[src/hw/rtl/ptrn_pkg.sv]
// ptrn_pkg: shared constants, answer descriptor type and fallback name table
// for the reverse-lookup name to answer-name block; no dependencies
package ptrn_pkg;

  localparam logic [7:0] DotChar      = 8'h2E;
  localparam logic [2:0] WantDots     = 3'd5;
  localparam logic [2:0] DotsSat      = 3'd6;
  localparam logic [2:0] LenSlots     = 3'd5;
  localparam logic [2:0] CharLabels   = 3'd4;
  localparam logic [3:0] LastLabelLen = 4'd7;
  localparam logic [3:0] MaxOctetLen  = 4'd3;
  localparam logic [3:0] CountSat     = 4'd8;
  localparam logic [2:0] FallbackLast = 3'd4;
  localparam int         QueueDepth   = 2;

  typedef struct packed {
    logic             ok;
    logic [3:0][1:0]  lens;
    logic [11:0][7:0] chars;
  } answer_t;

  function automatic logic [7:0] fallback_byte(input logic [2:0] idx);
    logic [7:0] b;
    case (idx)
      3'd0:    b = 8'd3;
      3'd1:    b = 8'h64;
      3'd2:    b = 8'h6E;
      3'd3:    b = 8'h73;
      default: b = 8'd0;
    endcase
    return b;
  endfunction

endpackage

[src/hw/rtl/ptrn_front.sv]
// ptrn_front: parses the query name byte by byte, keeps label lengths and
// characters, and builds an answer descriptor on the last byte; uses ptrn_pkg
module ptrn_front (
  input  logic               clk,
  input  logic               rst,
  input  logic               take,
  input  logic [7:0]         name_byte,
  input  logic               last_byte,
  output logic               push,
  output ptrn_pkg::answer_t  push_entry
);

  logic [2:0]       dot_count;
  logic [2:0]       dot_count_next;
  logic [3:0]       char_count;
  logic [3:0]       char_count_next;
  logic [4:0][3:0]  label_lengths;
  logic [4:0][3:0]  label_lengths_next;
  logic [7:0]       label_chars [12];
  logic [11:0][7:0] chars_view;
  logic             wr_en;
  logic [3:0]       wr_idx;
  logic             short_ok;

  always_comb begin
    dot_count_next     = dot_count;
    char_count_next    = char_count;
    label_lengths_next = label_lengths;
    wr_en              = 1'b0;
    wr_idx             = {2'b00, dot_count[1:0]} * 4'd3 + {2'b00, char_count[1:0]};
    if (dot_count < ptrn_pkg::DotsSat) begin
      if (name_byte == ptrn_pkg::DotChar) begin
        if (dot_count < ptrn_pkg::LenSlots) begin
          label_lengths_next[dot_count] = char_count;
        end
        dot_count_next  = dot_count + 3'd1;
        char_count_next = 4'd0;
      end else begin
        if (dot_count < ptrn_pkg::CharLabels && char_count < ptrn_pkg::MaxOctetLen) begin
          wr_en = 1'b1;
        end
        if (char_count < ptrn_pkg::CountSat) begin
          char_count_next = char_count + 4'd1;
        end
      end
    end
  end

  always_comb begin
    short_ok = 1'b1;
    for (int i = 0; i < 4; i++) begin
      if (label_lengths_next[i] > ptrn_pkg::MaxOctetLen) begin
        short_ok = 1'b0;
      end
      push_entry.lens[i] = label_lengths_next[i][1:0];
    end
    for (int i = 0; i < 12; i++) begin
      chars_view[i] = (wr_en && wr_idx == 4'(i)) ? name_byte : label_chars[i];
    end
    push_entry.chars = chars_view;
    push_entry.ok    = (dot_count_next == ptrn_pkg::WantDots) &&
                       (label_lengths_next[4] == ptrn_pkg::LastLabelLen) && short_ok;
  end

  assign push = take && last_byte;

  always_ff @(posedge clk) begin
    if (rst) begin
      dot_count     <= '0;
      char_count    <= '0;
      label_lengths <= '0;
    end else if (take) begin
      if (last_byte) begin
        dot_count     <= '0;
        char_count    <= '0;
        label_lengths <= '0;
      end else begin
        dot_count     <= dot_count_next;
        char_count    <= char_count_next;
        label_lengths <= label_lengths_next;
      end
    end
  end

  always_ff @(posedge clk) begin
    if (take && wr_en) begin
      label_chars[wr_idx] <= name_byte;
    end
  end

endmodule

[src/hw/rtl/ptrn_queue.sv]
// ptrn_queue: short queue of answer descriptors between parser and emitter;
// uses ptrn_pkg
module ptrn_queue #(
  parameter int Depth = ptrn_pkg::QueueDepth
) (
  input  logic               clk,
  input  logic               rst,
  input  logic               push,
  input  ptrn_pkg::answer_t  push_entry,
  output logic               full,
  output logic               head_valid,
  output ptrn_pkg::answer_t  head_entry,
  input  logic               pop
);

  localparam int PtrW = (Depth > 1) ? $clog2(Depth) : 1;
  localparam int CntW = $clog2(Depth + 1);

  ptrn_pkg::answer_t slots [Depth];
  logic [PtrW-1:0]   wr_ptr;
  logic [PtrW-1:0]   rd_ptr;
  logic [CntW-1:0]   count;

  assign full       = (count == CntW'(Depth));
  assign head_valid = (count != '0);
  assign head_entry = slots[rd_ptr];

  always_ff @(posedge clk) begin
    if (rst) begin
      wr_ptr <= '0;
      rd_ptr <= '0;
      count  <= '0;
    end else begin
      if (push) begin
        wr_ptr <= (wr_ptr == PtrW'(Depth - 1)) ? '0 : wr_ptr + PtrW'(1);
      end
      if (pop) begin
        rd_ptr <= (rd_ptr == PtrW'(Depth - 1)) ? '0 : rd_ptr + PtrW'(1);
      end
      if (push && !pop) begin
        count <= count + CntW'(1);
      end else if (pop && !push) begin
        count <= count - CntW'(1);
      end
    end
  end

  always_ff @(posedge clk) begin
    if (push) begin
      slots[wr_ptr] <= push_entry;
    end
  end

endmodule

[src/hw/rtl/ptrn_back.sv]
// ptrn_back: walks the head descriptor and emits the answer name one byte per
// transfer through an output register; uses ptrn_pkg
module ptrn_back (
  input  logic               clk,
  input  logic               rst,
  input  logic               head_valid,
  input  ptrn_pkg::answer_t  head_entry,
  output logic               pop,
  output logic               ans_valid,
  input  logic               ans_stall,
  output logic [7:0]         out_byte,
  output logic               out_last,
  output logic               name_ok
);

  logic [1:0] lab;
  logic [1:0] pos;
  logic       term;
  logic [2:0] fidx;
  logic       emit;
  logic [7:0] byte_sel;
  logic       last_sel;
  logic [1:0] cur_len;
  logic [3:0] char_idx;

  assign emit     = head_valid && (!ans_valid || !ans_stall);
  assign cur_len  = head_entry.lens[lab];
  assign char_idx = {2'b00, lab} * 4'd3 + {2'b00, pos} - 4'd1;

  always_comb begin
    if (head_entry.ok) begin
      if (term) begin
        byte_sel = 8'd0;
        last_sel = 1'b1;
      end else if (pos == 2'd0) begin
        byte_sel = {6'd0, cur_len};
        last_sel = 1'b0;
      end else begin
        byte_sel = head_entry.chars[char_idx];
        last_sel = 1'b0;
      end
    end else begin
      byte_sel = ptrn_pkg::fallback_byte(fidx);
      last_sel = (fidx == ptrn_pkg::FallbackLast);
    end
  end

  assign pop = emit && last_sel;

  always_ff @(posedge clk) begin
    if (rst) begin
      lab  <= 2'd3;
      pos  <= 2'd0;
      term <= 1'b0;
      fidx <= 3'd0;
    end else if (emit) begin
      if (last_sel) begin
        lab  <= 2'd3;
        pos  <= 2'd0;
        term <= 1'b0;
        fidx <= 3'd0;
      end else if (head_entry.ok) begin
        if (pos == cur_len) begin
          pos <= 2'd0;
          if (lab == 2'd0) begin
            term <= 1'b1;
          end else begin
            lab <= lab - 2'd1;
          end
        end else begin
          pos <= pos + 2'd1;
        end
      end else begin
        fidx <= fidx + 3'd1;
      end
    end
  end

  always_ff @(posedge clk) begin
    if (rst) begin
      ans_valid <= 1'b0;
    end else if (emit) begin
      ans_valid <= 1'b1;
    end else if (!ans_stall) begin
      ans_valid <= 1'b0;
    end
  end

  always_ff @(posedge clk) begin
    if (emit) begin
      out_byte <= byte_sel;
      out_last <= last_sel;
      name_ok  <= head_entry.ok;
    end
  end

endmodule

[src/hw/rtl/ptr_name_to_answer_rdata.sv]
// ptr_name_to_answer_rdata: top level, parser, descriptor queue and emitter
// depends on ptrn_pkg, ptrn_front, ptrn_queue, ptrn_back
//
// name channel: name_valid/name_stall carry one query-name byte per transfer,
// last_byte set on the final byte; one byte taken per cycle unless stalled
// ans channel: ans_valid/ans_stall carry the answer name, one byte per
// transfer; out_last marks the closing zero byte, name_ok is constant over
// one answer (0 means the fallback name 3,'d','n','s',0)
// the first answer byte passes the queue and the output register after the
// last name byte is taken; an answer runs one byte per cycle while ans_stall
// is low, 5 to 17 bytes, from the single byte-wide emitter on one descriptor
// a queue of QueueDepth descriptors sits between parser and emitter; the
// parser keeps taking bytes while answers drain, and name_stall is high
// only while that queue is full
// ans_stall holds the output register and the emitter; once the queue fills
// the name side stalls too
// reset (rst, synchronous) clears the counters, the queue pointers and the
// output valid flag; no clearing pass is needed
module ptr_name_to_answer_rdata #(
  parameter int QueueDepth = ptrn_pkg::QueueDepth
) (
  input  logic       clk,
  input  logic       rst,
  input  logic       name_valid,
  output logic       name_stall,
  input  logic [7:0] name_byte,
  input  logic       last_byte,
  output logic       ans_valid,
  input  logic       ans_stall,
  output logic [7:0] out_byte,
  output logic       out_last,
  output logic       name_ok
);

  logic              take;
  logic              push;
  logic              full;
  logic              head_valid;
  logic              pop;
  ptrn_pkg::answer_t push_entry;
  ptrn_pkg::answer_t head_entry;

  assign name_stall = full;
  assign take       = name_valid && !full;

  ptrn_front u_front (
    .clk        (clk),
    .rst        (rst),
    .take       (take),
    .name_byte  (name_byte),
    .last_byte  (last_byte),
    .push       (push),
    .push_entry (push_entry)
  );

  ptrn_queue #(
    .Depth (QueueDepth)
  ) u_queue (
    .clk        (clk),
    .rst        (rst),
    .push       (push),
    .push_entry (push_entry),
    .full       (full),
    .head_valid (head_valid),
    .head_entry (head_entry),
    .pop        (pop)
  );

  ptrn_back u_back (
    .clk        (clk),
    .rst        (rst),
    .head_valid (head_valid),
    .head_entry (head_entry),
    .pop        (pop),
    .ans_valid  (ans_valid),
    .ans_stall  (ans_stall),
    .out_byte   (out_byte),
    .out_last   (out_last),
    .name_ok    (name_ok)
  );

  a_term_zero: assert property (@(posedge clk) disable iff (rst)
    ans_valid && out_last |-> out_byte == 8'd0)
    else $error("answer terminator is not zero");

  a_fallback_nonzero: assert property (@(posedge clk) disable iff (rst)
    ans_valid && !name_ok && !out_last |-> out_byte != 8'd0)
    else $error("zero byte inside fallback name");

  a_push_lands: assert property (@(posedge clk) disable iff (rst)
    take && last_byte |=> head_valid)
    else $error("finished name left no queued answer");

  a_pop_has_head: assert property (@(posedge clk) disable iff (rst)
    pop |-> head_valid && !(ans_valid && ans_stall))
    else $error("answer retired without a transfer slot");

endmodule
[config.mk]
export PLATFORM = sky130hd
export DESIGN_NAME = ptr_name_to_answer_rdata
export DESIGN_NICKNAME = d
export VERILOG_FILES = /design/src/hw/rtl/ptrn_pkg.sv /design/src/hw/rtl/ptrn_front.sv /design/src/hw/rtl/ptrn_queue.sv /design/src/hw/rtl/ptrn_back.sv /design/src/hw/rtl/ptr_name_to_answer_rdata.sv
export SDC_FILE = /design/constraint.sdc
export NUM_CORES = 1
export LEC_CHECK = 0
export BUFFER_PORTS_ARGS = -buffer_cell sky130_fd_sc_hd__buf_2
export CAP_MARGIN = 20
export CORE_MARGIN = 2
export CORE_UTILIZATION = 50
export DETAILED_ROUTE_END_ITERATION = 6
export GPL_ROUTABILITY_DRIVEN = 0
export PLACE_DENSITY = 0.66
export SYNTH_ARGS = -nofsm -noshare
export SYNTH_HDL_FRONTEND = slang
export SYNTH_SLANG_ARGS = --single-unit
[constraint.sdc]
create_clock -name clk -period 8.54 [get_ports clk]
set_input_delay 1.708 -clock clk [delete_from_list [all_inputs] [get_ports clk]]
set_output_delay 1.708 -clock clk [all_outputs]
set_load 0.005 [all_outputs]
==> Yosys cells after proc, flatten, opt, wreduce, memory -nomap -nowiden <==
Memory sizes are Yosys's and may differ from the RTL's. A register that Yosys moved wholly into a read port is not among the register bits.
Cells that the tools add are included.
Widths: inputs -> output; s select.
{ "op_classes": {"addsub": 12, "mul": 2, "magnitude_cmp": 13, "eq_ne": 23, "muxes": 68, "reduce_logical": 45} }
{ "ops": {"columns": ["operator", "count"], "rows": [
  ["$mux 8", 16],
  ["$mux 20", 4],
  ["$bmux 8 s4", 1],
  ["$pmux 7 s4", 1],
  ["$logic_and 1x1->1", 23],
  ["$mux 1", 23],
  ["$bwmux 20", 1],
  ["$eq 4x3->1 const B", 5],
  ["$mux 2", 10],
  ["$mux 4", 5],
  ["$eq 4x4->1 const B", 4],
  ["$gt 4x2->1 const B", 4],
  ["$mux 3", 5],
  ["$demux 4 s3", 1],
  ["$reduce_bool 2->1", 6],
  ["$lt 3x3->1 const B", 3],
  ["$add 4x2->4", 2],
  ["$eq 4x2->1 const B", 2],
  ["$eq 8x6->1 const B", 1],
  ["$mul 2x2->4 const B", 2],
  ["$reduce_and 4->1", 2],
  ["$add 3x1->3 const B", 2],
  ["$eq 3x2->1 const B", 2],
  ["$eq 3x3->1 const B", 2],
  ["other kinds (26)", 36]
]} }
{ "totals": {"reg_bits": 50, "ram_bits": 306, "input_bits": 13, "wordCells": 183, "memories": 2} }
{ "memory_table": {"columns": ["memory", "words", "word_bits", "read_ports", "rd_clocked_by_memory_dff", "write_ports", "line", "text"], "rows": [
  ["u_queue.slots", 2, 105, 1, 1, 1, "ptrn_queue.sv:19", "ptrn_pkg::answer_t slots [Depth];"],
  ["u_front.label_chars", 12, 8, 12, 0, 1, "ptrn_front.sv:19", "logic [7:0] label_chars [12];"]
]} }

==> Longest topological paths before layout <==
Gate-level depths: netlist of the first run.
{ "depth": {"depth_word": 14, "mapped_depth": 15, "depth_no_buf": 13} }

==> Cells and area by module <==
Synthesis of the first run repeated with hierarchy kept, for this count alone.
{ "unflattened": {"hier_cells": 955, "hier_area_um2": 15880.2} }
{ "by_module_without_submodules": {"columns": ["mod", "instances", "cells_each", "area_per_inst_um2", "seq_area_each_um2"], "rows": [
  ["ptrn_queue", 1, 349, 8035.2, 6406.1],
  ["ptrn_front", 1, 432, 5813.1, 3423.3],
  ["ptrn_back", 1, 173, 2018.2, 480.5],
  ["ptr_name_to_answer_rdata", 1, 1, 13.8, 0.0]
]} }

==> Worst setup path after synthesis of the first run <==
Ideal clock, no wire load.
{ "synth_path": {"path_kind": "input -> register", "start": "input name_valid", "end": "memory u_queue.slots[0][0] (netlist name) (enable)", "setup_time_ns": 0.570, "arrival_ns": 6.508, "required_ns": 7.970, "slack_ns": 1.462, "stages": 4, "n_path_buf": 1, "cell_sequence": "and2_0 -> clkbuf_1 -> nand2_1 -> nor2_1"} }
{ "synth_via": {"elab_chain_cells": 4} }
{ "synth_rtl": {"columns": ["element", "line", "text"], "rows": [
  ["start: declaration", "ptr_name_to_answer_rdata.sv:24", "input logic name_valid,"],
  ["$logic_and 1x1->1", "ptr_name_to_answer_rdata.sv:44", "assign take = name_valid && !full;"],
  ["$logic_and 1x1->1", "ptrn_front.sv:65", "assign push = take && last_byte;"],
  ["$mux 1", "ptrn_queue.sv:49", "if (push) begin"],
  ["$mux 1 (not written as such)", "ptrn_queue.sv:50", "slots[wr_ptr] <= push_entry;"],
  ["end: declaration", "ptrn_queue.sv:19", null]
]} }
No other way between the ends.

==> Final worst setup path of the first run <==
{ "layout_path": {"start": "input name_byte[4]", "end": "memory u_front.label_chars[2][5] (enable)"} }
{ "layout_via": {"elab_chain_cells": 6} }
{ "layout_rtl": {"columns": ["element", "line", "text"], "rows": [
  ["start: declaration", "ptr_name_to_answer_rdata.sv:26", "input logic [7:0] name_byte,"],
  ["$eq 8x6->1", "ptrn_front.sv:32", "if (name_byte == ptrn_pkg::DotChar) begin"],
  ["$mux 1", "ptrn_front.sv:32", null],
  ["$mux 1", "ptrn_front.sv:31", "if (dot_count < ptrn_pkg::DotsSat) begin"],
  ["$logic_and 1x1->1", "ptrn_front.sv:86", "if (take && wr_en) begin"],
  ["$mux 1", "ptrn_front.sv:86", null],
  ["$mux 1 (not written as such)", "ptrn_front.sv:87", "label_chars[wr_idx] <= name_byte;"],
  ["end: declaration", "ptrn_front.sv:19", null]
]} }
No other way between the ends.

==> results by group, run 1 <==
Route
  • Residual antenna-violating net count after detailed routing: 0
  • Total via count after detailed routing: 7680
  • Total iterations of the first detailed-routing run: 4
  • Post-DR wirelength/cell: 22.53 um
  • Post-route DRC violation count: 0
  • Total length of routed wires: about 30 mm
  • Violation count after the first detailed-routing iteration: roughly 700
  • Avg Vias per Cell: 5.774

Finish
  • Fraction of the core area covered by cells at the end of the flow: approximately 56%
  • Count of antenna diodes in the layout: 0
  • Area growth from synthesis to layout: 10.92%
  • Share of final-layout standard cells stronger than drive strength 1: a little over a quarter
  • Number of fill cells in the layout: 2327
  • Net count of the finished layout: 943

Synth
  • Primary FF master, synth: sky130_fd_sc_hd__edfxtp_1
  • Proportion of netlist area held by the largest area contributor: 63.67%
  • Adder and majority gate portion of the synthesized area: 1.662%
  • Post-synthesis cell type count: 54
  • Part of the Yosys area used for sequential elements: 69.18%
  • Leading cell types by total area after synthesis: sky130_fd_sc_hd__edfxtp_1 64%, sky130_fd_sc_hd__mux2_2 8.2%, sky130_fd_sc_hd__mux4_2 8.2%, sky130_fd_sc_hd__dfxtp_1 5.5%, sky130_fd_sc_hd__nor2_1 1.5%
  • Share of synthesized cell area in and, or, nand and nor gates: ~5.6%
  • Syn_area_per_cell: around 17 um2
  • Combined area of all synthesized cells: roughly 15000 um2
  • Number of synthesized flops with an enable pin: 316
  • Number of nets in the synthesized netlist: 916
  • Warnings from Yosys: 0
  • Register bit count reported by yosys: between 300 and 400
  • Share of synthesized area spent on multiplexers: about 18%
  • Share of the synthesized area in compound gates (AO/OA/AOI/OAI): 3.585%
  • Largest area contributor in the netlist: sky130_fd_sc_hd__edfxtp_1
  • Syn Inst Count: 885
  • Share of synthesized flip-flops with an asynchronous set or reset: 0%
  • Main combinational cell family by area after synthesis: multiplexers
  • Share of the synthesized netlist area taken by xor and xnor gates: 0.5877%

Timing
  • Share of the cycle needed by the critical path after routing: roughly 46%
  • Setup-failing EPs final: 0
  • Final worst path period need: 3.951 ns
  • Aggregate negative setup slack: 0 ns
  • Worst hold slack after final layout: approximately 0.45 ns
  • Pins over their slew limit: 0
  • Maximum operating frequency: 253.1 MHz
  • Minimum setup slack in the final design: 4.589 ns
  • Clock tree skew after final layout: about 0.012 ns
  • Worst slew slack as a fraction of its limit: about a third
  • Hold violation total from the final report: 0
  • Slew at the pin with the worst max-slew slack: 0.9854 ns
  • Setup repair after global routing missed its margin: false

Min path
  • Worst min-delay path category: flip-flop to flip-flop

Global routing
  • Global-route usage over all layers: 19.93%
  • Pin count of the biggest net entering global routing: 57
  • Antenna violations before repair: 0
  • Wire length of the first global-routing pass: 46.55 mm
  • Vias in the first global route: just under 8k
  • Remaining global-route overflow: 0

Power
  • Leakage Power: 5.341 nW
  • Post-layout power: 0.004005 W
  • Maximum vdd drop: approximately 0.17 mV
  • Power density relative to cell area: 242.3 nW/um2

Setup path
  • Worst EP arrival: around 4 ns
  • Element type at the critical path end: flip-flop
  • Biggest fanout along the worst timing path: 25
  • Critical path required time: 8.71 ns
  • Startpoint class of the critical path: input port
  • Type of the worst setup path: input port to flip-flop

Die
  • Height of the die: 176.6 um
  • Std-Cell Rows: 63
  • Effective utilization at floorplan: 50.55%
  • Standard cell core area: roughly 29000 um2
  • Total die area: ~31000 um2
  • Die X-Extent: 176.6 um
  • Total I/O pin count: 25

Placement
  • Worst setup slack before clock tree synthesis: between 4 and 5 ns
  • Detailed Place HPWL: 18.06 mm
  • Count of input and output buffers: 24

Clock network
  • Resize count post-CTS: 0
  • Hold-fix buffers, CTS: 0
  • Clock Sinks: ~360
  • Number of buffers created by CTS: 36
  • Buffer levels on the longest clock path: 3
  • Buffer count from post-CTS setup fixing: 0
  • TritonCTS clock tree: done
  • Clock-pin slew on the worst setup and hold paths: 0.06 ns
  • Insertion delay to the later sink of the worst-skew pair: 0.53 ns
  • Clock root buffer: sky130_fd_sc_hd__clkbuf_16
  • CTS HTree Levels: 2

Run status
  • Status: finished clean

Run
  • Number of maximum-capacitance constraint violations: 0
-- final timing paths --
kind / from / to / slack, ns / cells after the start
hold reg to reg: u_front.label_lengths[5] / u_front.label_lengths[5] / 0.45 / 2
setup reg to reg: u_back.lab[0] / u_back.out_byte[1] / 4.73 / 11
setup / recovery: name_byte[4] / u_front.label_chars[2][5] / 4.59 / 6
hold / removal: u_front.label_lengths[5] / u_front.label_lengths[5] / 0.45 / 2
-- cells in the mapped netlist (all sizes together), types with 2 or more instances --
cell type and count:
a31oi 6, mux4 54, fa 3, edfxtp 316
a32oi 2, o22ai 3, and2 7, nor4 7
a211oi 3, buf 18, nor2b 7, nor2 60
nor3 14, nand2 37, xnor2 6, o311ai 2
nand2b 8, a21oi 28, inv 18, or3 2
o21ai 20, ha 15, nand4b 3, mux2 108
nand3 7, xor2 4, dfxtp 41, clkbuf 29
or4 3, nand4 3, and3 4, mux2i 18
a22oi 15
-- sequential cells by signal, summed over array words and instances (netlist names), 2 cells and up, named ones only --
signal,cells
u_back.fidx,3
u_back.lab,2
u_back.out_byte,8
u_back.pos,2
u_front.char_count,4
u_front.dot_count,3
u_front.label_chars,96
u_front.label_lengths,20
u_queue.count,2
u_queue.slots,210
-- routing by layer --
| layer | routed length (um) | vias to the layer above | track usage (%) | share of wire [%] |
|---|---|---|---|---|
| met5 | 0 | - | 0 | 0 |
| met4 | 733 | 0 | 5.820 | 2.4 |
| met3 | 1442 | 55 | 3.737 | 4.8 |
| met2 | 14440 | 160 | 31.75 | 48 |
| met1 | 13350 | 3935 | 28.29 | 45 |
| li1 | - | 3530 | - | - |
-- per-stage QoR --
step	instance area, um2	std cells
2_1_floorplan	14900	885
3_3_place_gp	15430	1264
3_5_place_dp	15430	1264
4_1_cts	16530	1330
5_1_grt	16530	1330
6_report	16530	1330
-- critical path, stage by stage --
cell	delay [ns]
sky130_fd_sc_hd__buf_2	0.41
sky130_fd_sc_hd__nand2b_1	0.20
sky130_fd_sc_hd__or4_4	0.22
sky130_fd_sc_hd__nand4_1	0.28
sky130_fd_sc_hd__nor2b_1	0.78
sky130_fd_sc_hd__and2_1	0.51
-- cell families after synthesis --
family                   count (synthesis)
flip-flops                             357
multiplexers                           180
AND/OR/NAND/NOR                        168
AO/OA/AOI/OAI                           87
buffers and inverters                   65
adder cells (fa/ha/maj)                 18
XOR/XNOR                                10
-- where the power goes --
| group | switching (W) | total, W | internal (W) | leakage, nW |
|---|---|---|---|---|
| sequential | 0.0000367 | 0.00203 | 0.00199 | 3.24 |
| clock | 0.000637 | 0.00148 | 0.000846 | 0.535 |
| combinational | 0.000292 | 0.000494 | 0.000202 | 1.57 |
-- layout by cell type (no fill, tap or decap), drive strengths merged, types with 3 or more instances in the layout --
| cell | count |
|---|---|
| nor2 | 60 |
| nor2b | 7 |
| a22oi | 15 |
| and3 | 4 |
| dfxtp | 41 |
| nand3 | 7 |
| xnor2 | 6 |
| a31oi | 6 |
| buf | 36 |
| nand2b | 8 |
| a21oi | 28 |
| a211oi | 3 |
| inv | 20 |
| clkbuf | 49 |
| mux2i | 18 |
| nor4 | 7 |
| mux4 | 54 |
| nand4b | 3 |
| or4 | 3 |
| mux2 | 108 |
| ha | 15 |
| o22ai | 3 |
| nand2 | 37 |
| fa | 3 |
| and2 | 7 |
| nor3 | 14 |
| xor2 | 4 |
| clkinv | 13 |
| o21ai | 20 |
| edfxtp | 316 |
| nand4 | 3 |
-- layout make-up --
type                       count  area, um2  area share (%)
clock inverter                17      112.6          0.6812
tap                          390      488.0           2.952
multi-input combinational    463       4348           26.30
sequential                   357      10310           62.39
clock buffer                  49      991.0           5.995
timing repair buffer          36      210.2           1.272
inverter                      18      67.56          0.4087
(Power assumes the default switching activity.)
==> inputs of run 2 (changes only) <==
--- a/config.mk
+++ b/config.mk
@@ -11,7 +11,7 @@
 export CORE_UTILIZATION = 50
 export DETAILED_ROUTE_END_ITERATION = 6
 export GPL_ROUTABILITY_DRIVEN = 0
-export PLACE_DENSITY = 0.66
+export PLACE_DENSITY = 0.68
 export SYNTH_ARGS = -nofsm -noshare
 export SYNTH_HDL_FRONTEND = slang
 export SYNTH_SLANG_ARGS = --single-unit
==> constraint.sdc (replaced) <==
create_clock -name clk -period 3.5 [get_ports clk]
set_input_delay 0.7 -clock clk [delete_from_list [all_inputs] [get_ports clk]]
set_output_delay 0.7 -clock clk [all_outputs]
set_load 0.005 [all_outputs]
==> run 2 against run 1 <==
Effect of this change:
- first-iteration DRC count up 13%
- clock skew up 0.0011 ns
- critical path depth up 5
- sequential power up 140%
- critical endpoint is now u_back.out_byte[0]
==> results by group, run 2 (synthesis results as in run 1) <==
Placement
  • Post-place instance area: 15780 um2 (+2.3%)
  • Detailed Place HPWL: 19.21 mm (+6.3%)
  • Count of input and output buffers: 24 (unchanged)

Timing
  • Clock tree skew after final layout: 0.01357 ns (+0.001143 ns)
  • Aggregate negative setup slack: 0 ns (unchanged)
  • Setup-failing EPs final: 0 (unchanged)
  • Slew at the pin with the worst max-slew slack: 0.8964 ns (-0.08899 ns)
  • Setup repair after global routing missed its margin: false
  • Share of the cycle needed by the critical path after routing: 92.44%
  • Hold violation total from the final report: 0 (unchanged)
  • Maximum operating frequency: 309.1 MHz
  • Final worst path period need: 3.235 ns
  • Worst slew slack as a fraction of its limit: 40.09% (+6.0 points)
  • Pins over their slew limit: 0 (unchanged)

Power
  • Power density relative to cell area: 583.4 nW/um2 (+140%)
  • Maximum vdd drop: 0.3353 mV (+100%)
  • Leakage Power: 5.554 nW (+4.0%)

Min path
  • Worst hold path cell count: 3 (+1)
  • Source of the worst hold timing path: ans_stall
  • End point of the worst hold path: u_back.ans_valid
  • Worst min-delay path category: input port to flip-flop

Global routing
  • Wire length of the first global-routing pass: 46.84 mm (+0.61%)
  • Antenna violations before repair: 0 (unchanged)
  • Vias in the first global route: 8070 (+3.5%)
  • Global-route usage over all layers: 20.09% (+0.16 points)
  • Pin count of the biggest net entering global routing: 106 (+86%)
  • Remaining global-route overflow: 0 (unchanged)

Die
  • Standard cell core area: 29480 um2 (unchanged)
  • Total die area: 31200 um2 (unchanged)
  • Height of the die: 176.6 um (unchanged)
  • Total I/O pin count: 25 (unchanged)
  • Die X-Extent: 176.6 um (unchanged)
  • Std-Cell Rows: 63 (unchanged)
  • Effective utilization at floorplan: 50.55% (unchanged)

Setup path
  • Setup slack of the worst register-to-register path: 0.26 ns (-4.47 ns)
  • R2R cell count: 11 (unchanged)
  • Critical path required time: 3.75 ns (-4.96 ns)
  • Element type at the critical path end: flip-flop
  • Biggest fanout along the worst timing path: 28 (+12%)
  • Type of the worst setup path: flip-flop to flip-flop
  • Startpoint class of the critical path: flip-flop
  • End of the worst register-to-register path: u_back.out_byte[0]
  • Cell-by-cell trace of the critical path: inv_1 -> ha_1 -> xnor2_1 -> xnor2_1 -> ha_1 -> buf_12 -> mux4_2 -> mux2i_1 -> nor2_1 -> o311ai_0 -> nand2_1
  • FF-to-FF Start: u_back.lab[1]
  • Slowest cell on the critical path: sky130_fd_sc_hd__mux2i_1
  • Worst stage delay on the critical path: 0.47 ns (-0.31 ns)
  • Worst EP arrival: 3.49 ns (-0.63 ns)

Clock network
  • Insertion delay to the later sink of the worst-skew pair: 0.52 ns (about the same)
  • Clock-pin slew on the worst setup and hold paths: 0.06 ns (about the same)
  • TritonCTS clock tree: done
  • Clock root buffer: sky130_fd_sc_hd__clkbuf_16
  • Hold-fix buffers, CTS: 0 (unchanged)
  • Clock Sinks: 357 (unchanged)
  • CTS HTree Levels: 2 (unchanged)
  • Number of buffers created by CTS: 37 (+2.8%)
  • Buffer count from post-CTS setup fixing: 0 (unchanged)
  • Buffer levels on the longest clock path: 3 (unchanged)
  • Resize count post-CTS: 0 (unchanged)

Finish
  • Max FFs per register: 210 (unchanged)
  • Area growth from synthesis to layout: 13.25%
  • Final design instance area without fill: 16880 um2 (+2.1%)
  • Top library cells by usage in the layout, fill and taps aside: 316 x sky130_fd_sc_hd__edfxtp_1, 108 x sky130_fd_sc_hd__mux2_2, 59 x sky130_fd_sc_hd__nor2_1, 54 x sky130_fd_sc_hd__mux4_2, 46 x sky130_fd_sc_hd__buf_4
  • Net count of the finished layout: 983 (+4.2%)
  • Count of antenna diodes in the layout: 0 (unchanged)
  • Registers with the most flip-flops: u_queue.slots (210), u_front.label_chars (96), u_front.label_lengths (20)
  • Most common cell after layout, fill and taps aside: sky130_fd_sc_hd__edfxtp_1
  • Most flops, register: u_queue.slots
  • Share of final-layout standard cells stronger than drive strength 1: 29.99% (+2.6 points)

Route
  • Total via count after detailed routing: 7930 (+3.3%)
  • Violation count after the first detailed-routing iteration: 813 (+13%)
  • Residual antenna-violating net count after detailed routing: 0 (unchanged)
  • Total length of routed wires: 30.51 mm (+1.8%)
  • Total iterations of the first detailed-routing run: 5 (+1)
  • Avg Vias per Cell: 5.801 (+0.46%)
  • Post-DR wirelength/cell: 22.32 um (-0.95%)
  • Post-route DRC violation count: 0 (unchanged)

Run status
  • Status: finished clean

Run
  • Number of maximum-capacitance constraint violations: 0 (unchanged)
## run 2: cell count changes in the layout (fill, tap and decap cells not counted)
cell / before / now
sky130_fd_sc_hd__buf_4: 12 / 46
sky130_fd_sc_hd__buf_12: 0 / 5
sky130_fd_sc_hd__clkbuf_1: 10 / 8
sky130_fd_sc_hd__clkinv_1: 9 / 11
sky130_fd_sc_hd__clkinv_2: 3 / 1
sky130_fd_sc_hd__clkbuf_8: 2 / 3
sky130_fd_sc_hd__clkinv_4: 1 / 0
sky130_fd_sc_hd__clkinvlp_4: 1 / 0
sky130_fd_sc_hd__inv_6: 2 / 3
sky130_fd_sc_hd__nor3_1: 11 / 12
sky130_fd_sc_hd__nor3_2: 3 / 2
## run 2: worst max-delay path: cells and delay by family, from the launching register on
family | cells | cell delay, ns
AOI/OAI and AO/OA | 1 | 0.35
adders and majority gates | 2 | 0.65
muxes | 2 | 0.78
DFF | 1 | 0.38
and+or+nand+nor | 2 | 0.16
buffers and inverters | 2 | 0.34
xor gates and xnor gates | 2 | 0.28
## run 2: power breakdown
| group | internal (W) | switching, W |
|---|---|---|
| combinational | 0.000554 | 0.000755 |
| clock | 0.00208 | 0.00153 |
| sequential | 0.00486 | 0.0000733 |
| total | 0.00749 | 0.00236 |
## run 2: stage by stage
stage          hold WS (ns)  total power (W)  setup slack, ns  instances  utilization [%]
2_1_floorplan        0.4294         0.005831           0.1686        885                -
3_3_place_gp         0.4356         0.006339           0.3411       1303            53.52
3_5_place_dp         0.4439         0.006350           0.2565       1303            53.52
4_1_cts              0.4296         0.009939           0.2351       1367            57.25
5_1_grt              0.4525          0.01020          0.06814       1367            57.25
6_report             0.4444         0.009846           0.2648       1367            57.25
## run 2: cell type report
type	count	area (um2)
Clock inverter	16	102.6
Timing Repair Buffer	75	565.5
Sequential cell	357	10310
Tap cell	390	488.0
Fill cell	2284	12600
Inverter	18	67.56
Clock buffer	48	997.2
Multi-Input combinational cell	463	4343
## run 2: routing by layer
layer / vias to the layer above / wire length (um) / global-route usage (%)
met1: 4071 / 13720 / 28.55
met3: 43 / 1616 / 3.866
met5: - / 0 / 0
li1: 3607 / - / -
met4: 0 / 623 / 5.579
met2: 209 / 14550 / 31.98
## run 2: worst max path at each step
| stage | startpoint | endpoint | slack (ns) |
|---|---|---|---|
| floorplan | u_back.lab[0] | u_back.out_byte[7] | 0.17 |
| global placement | u_back.lab[1] | u_back.out_byte[0] | 0.34 |
| detailed placement | u_back.lab[1] | u_back.out_byte[0] | 0.26 |
| CTS | u_back.lab[1] | u_back.out_byte[0] | 0.24 |
| global route | u_back.lab[1] | u_back.out_byte[0] | 0.07 |
| finish | u_back.lab[1] | u_back.out_byte[0] | 0.26 |
==> inputs of run 3 (changes only) <==
--- a/config.mk
+++ b/config.mk
@@ -7,6 +7,7 @@
 export LEC_CHECK = 0
 export BUFFER_PORTS_ARGS = -buffer_cell sky130_fd_sc_hd__buf_2
 export CAP_MARGIN = 20
+export CORE_ASPECT_RATIO = 1.4
 export CORE_MARGIN = 2
 export CORE_UTILIZATION = 50
 export DETAILED_ROUTE_END_ITERATION = 6
==> run 3 against run 2 <==
Effect of this change:
- clock power decreased by 1%
- register-to-register slack improved by 0.05 ns
- first-iteration DRC count decreased by 12%
- die area about the same
- clock skew increased by 0.0099 ns
- final cell count decreased by 0.95%
==> results by group, run 3 (synthesis results as in run 1) <==
Run status
  • Status: finished clean

Die
  • Height of the die: 208.3 um (+18%)
  • Std-Cell Rows: 74 (+17%)
  • Effective utilization at floorplan: 50.94% (+0.38 points)
  • Die X-Extent: 149.9 um (-15%)
  • Standard cell core area: 29260 um2 (-0.76%)
  • Total I/O pin count: 25 (unchanged)
  • Total die area: 31220 um2 (about the same)

Finish
  • Share of final-layout standard cells stronger than drive strength 1: 30.29% (+0.30 points)
  • Count of antenna diodes in the layout: 0 (unchanged)
  • Most common cell after layout, fill and taps aside: sky130_fd_sc_hd__edfxtp_1
  • Registers with the most flip-flops: u_queue.slots (210), u_front.label_chars (96), u_front.label_lengths (20)
  • Post-layout instance count excluding filler cells: 1354 (-0.95%)
  • Most flops, register: u_queue.slots
  • Top library cells by usage in the layout, fill and taps aside: 316 x sky130_fd_sc_hd__edfxtp_1, 108 x sky130_fd_sc_hd__mux2_2, 59 x sky130_fd_sc_hd__nor2_1, 54 x sky130_fd_sc_hd__mux4_2, 45 x sky130_fd_sc_hd__buf_4
  • Net count of the finished layout: 982 (-0.10%)
  • Max FFs per register: 210 (unchanged)
  • Area growth from synthesis to layout: 13.05%

Route
  • Residual antenna-violating net count after detailed routing: 0 (unchanged)
  • Total via count after detailed routing: 7914 (-0.20%)
  • Total iterations of the first detailed-routing run: 5 (unchanged)
  • Avg Vias per Cell: 5.845 (+0.76%)
  • Post-DR wirelength/cell: 22.70 um (+1.7%)
  • Post-route DRC violation count: 0 (unchanged)
  • Total length of routed wires: 30.74 mm (+0.75%)
  • Violation count after the first detailed-routing iteration: 719 (-12%)

Timing
  • Minimum setup slack in the final design: 0.3141 ns (+0.04931 ns)
  • Pins over their slew limit: 0 (unchanged)
  • Slew at the pin with the worst max-slew slack: 0.8670 ns (-0.02944 ns)
  • Setup-failing EPs final: 0 (unchanged)
  • Clock tree skew after final layout: 0.02348 ns (+0.009913 ns)
  • Aggregate negative setup slack: 0 ns (unchanged)
  • Share of the cycle needed by the critical path after routing: 91.03% (-1.4 points)
  • Worst slew slack as a fraction of its limit: 42.06% (+2.0 points)
  • Hold violation total from the final report: 0 (unchanged)
  • Maximum operating frequency: 313.9 MHz (+1.5%)
  • Setup repair after global routing missed its margin: false
  • Final worst path period need: 3.186 ns (-0.04931 ns)

Setup path
  • Type of the worst setup path: flip-flop to flip-flop
  • Startpoint class of the critical path: flip-flop
  • Critical path required time: 3.77 ns (+0.02 ns)
  • Element type at the critical path end: flip-flop
  • Biggest fanout along the worst timing path: 21 (-25%)
  • Worst EP arrival: 3.45 ns (-0.04 ns)

Clock network
  • Number of buffers created by CTS: 35 (-5.4%)
  • Clock root buffer: sky130_fd_sc_hd__clkbuf_16
  • Clock Sinks: 357 (unchanged)
  • Buffer levels on the longest clock path: 3 (unchanged)
  • Hold-fix buffers, CTS: 0 (unchanged)
  • Buffer count from post-CTS setup fixing: 0 (unchanged)
  • CTS HTree Levels: 2 (unchanged)
  • Resize count post-CTS: 0 (unchanged)
  • Insertion delay to the later sink of the worst-skew pair: 0.53 ns (about the same)
  • Clock-pin slew on the worst setup and hold paths: 0.06 ns (about the same)
  • TritonCTS clock tree: done

Global routing
  • Vias in the first global route: 8250 (+2.2%)
  • Antenna violations before repair: 0 (unchanged)
  • Wire length of the first global-routing pass: 48.12 mm (+2.7%)
  • Global-route usage over all layers: 20.51% (+0.42 points)
  • Pin count of the biggest net entering global routing: 106 (unchanged)
  • Remaining global-route overflow: 0 (unchanged)

Power
  • Maximum vdd drop: 0.2931 mV (-13%)
  • Leakage Power: 5.541 nW (-0.24%)
  • Power density relative to cell area: 582.7 nW/um2 (-0.13%)

Placement
  • Inst Count DP: 1294 (-0.69%)
  • Detailed Place HPWL: 19.86 mm (+3.4%)
  • Worst setup slack before clock tree synthesis: 0.1855 ns (-0.07095 ns)
  • Count of input and output buffers: 24 (unchanged)

Run
  • Number of maximum-capacitance constraint violations: 0 (unchanged)

Min path
  • Worst min-delay path category: input port to flip-flop
run 3: per-layer routing:
| metal | routed length (um) | vias to the layer above | GRT usage [%] |
|---|---|---|---|
| met5 | 0 | - | 0 |
| met4 | 920 | 0 | 7.222 |
| met3 | 1175 | 54 | 3.070 |
| met2 | 16150 | 187 | 35.51 |
| met1 | 12490 | 4079 | 26.28 |
| li1 | - | 3594 | - |
run 3: through the flow:
| stage | util (%) | total power, W | hold WS [ns] | instance area (um2) |
|---|---|---|---|---|
| 2_1_floorplan | - | 0.005831 | 0.4294 | 14910 |
| 3_3_place_gp | 53.97 | 0.006347 | 0.4353 | 15790 |
| 3_5_place_dp | 53.97 | 0.006362 | 0.4470 | 15790 |
| 6_report | 57.58 | 0.009816 | 0.4383 | 16850 |
| 5_1_grt | 57.58 | 0.01017 | 0.4524 | 16850 |
| 4_1_cts | 57.58 | 0.009912 | 0.4180 | 16850 |
run 3: worst paths after layout:
| path | start | endpoint | slack, ns | cells after the start |
|---|---|---|---|---|
| worst max-delay path | u_back.lab[1] | u_back.out_byte[1] | 0.31 | 12 |
| worst min-delay path | ans_stall | u_back.ans_valid | 0.44 | 3 |
| worst max register to register | u_back.lab[1] | u_back.out_byte[1] | 0.31 | 12 |
| worst min register to register | u_front.label_lengths[4] | u_front.label_lengths[4] | 0.45 | 2 |
run 3: layout make-up:
| type | count | area (um2) |
|---|---|---|
| fillers | 2294 | 12410 |
| multi-input cells | 463 | 4337 |
| inverters | 18 | 67.56 |
| well taps | 380 | 475.5 |
| clock buffers | 43 | 905.9 |
| repair buffers | 76 | 598.1 |
| flip-flops and latches | 357 | 10310 |
| clock inverters | 17 | 150.1 |
run 3: where the power goes:
group	internal (W)	switching (W)	total, W
Combinational	0.000568	0.000744	0.00131
Clock	0.00200	0.00156	0.00356
Sequential	0.00485	0.0000858	0.00494
run 3: worst max-delay path, cell delays in order, from the launching register on:
cell and delay [ns]:
sky130_fd_sc_hd__dfxtp_1 0.36, sky130_fd_sc_hd__inv_1 0.11, sky130_fd_sc_hd__ha_1 0.31, sky130_fd_sc_hd__xnor2_1 0.14, sky130_fd_sc_hd__xnor2_1 0.13, sky130_fd_sc_hd__ha_1 0.45
sky130_fd_sc_hd__buf_12 0.22, sky130_fd_sc_hd__mux4_2 0.30, sky130_fd_sc_hd__mux2_2 0.31, sky130_fd_sc_hd__o21ai_0 0.16, sky130_fd_sc_hd__a21oi_1 0.05, sky130_fd_sc_hd__o311ai_0 0.29
sky130_fd_sc_hd__nand2_1 0.08
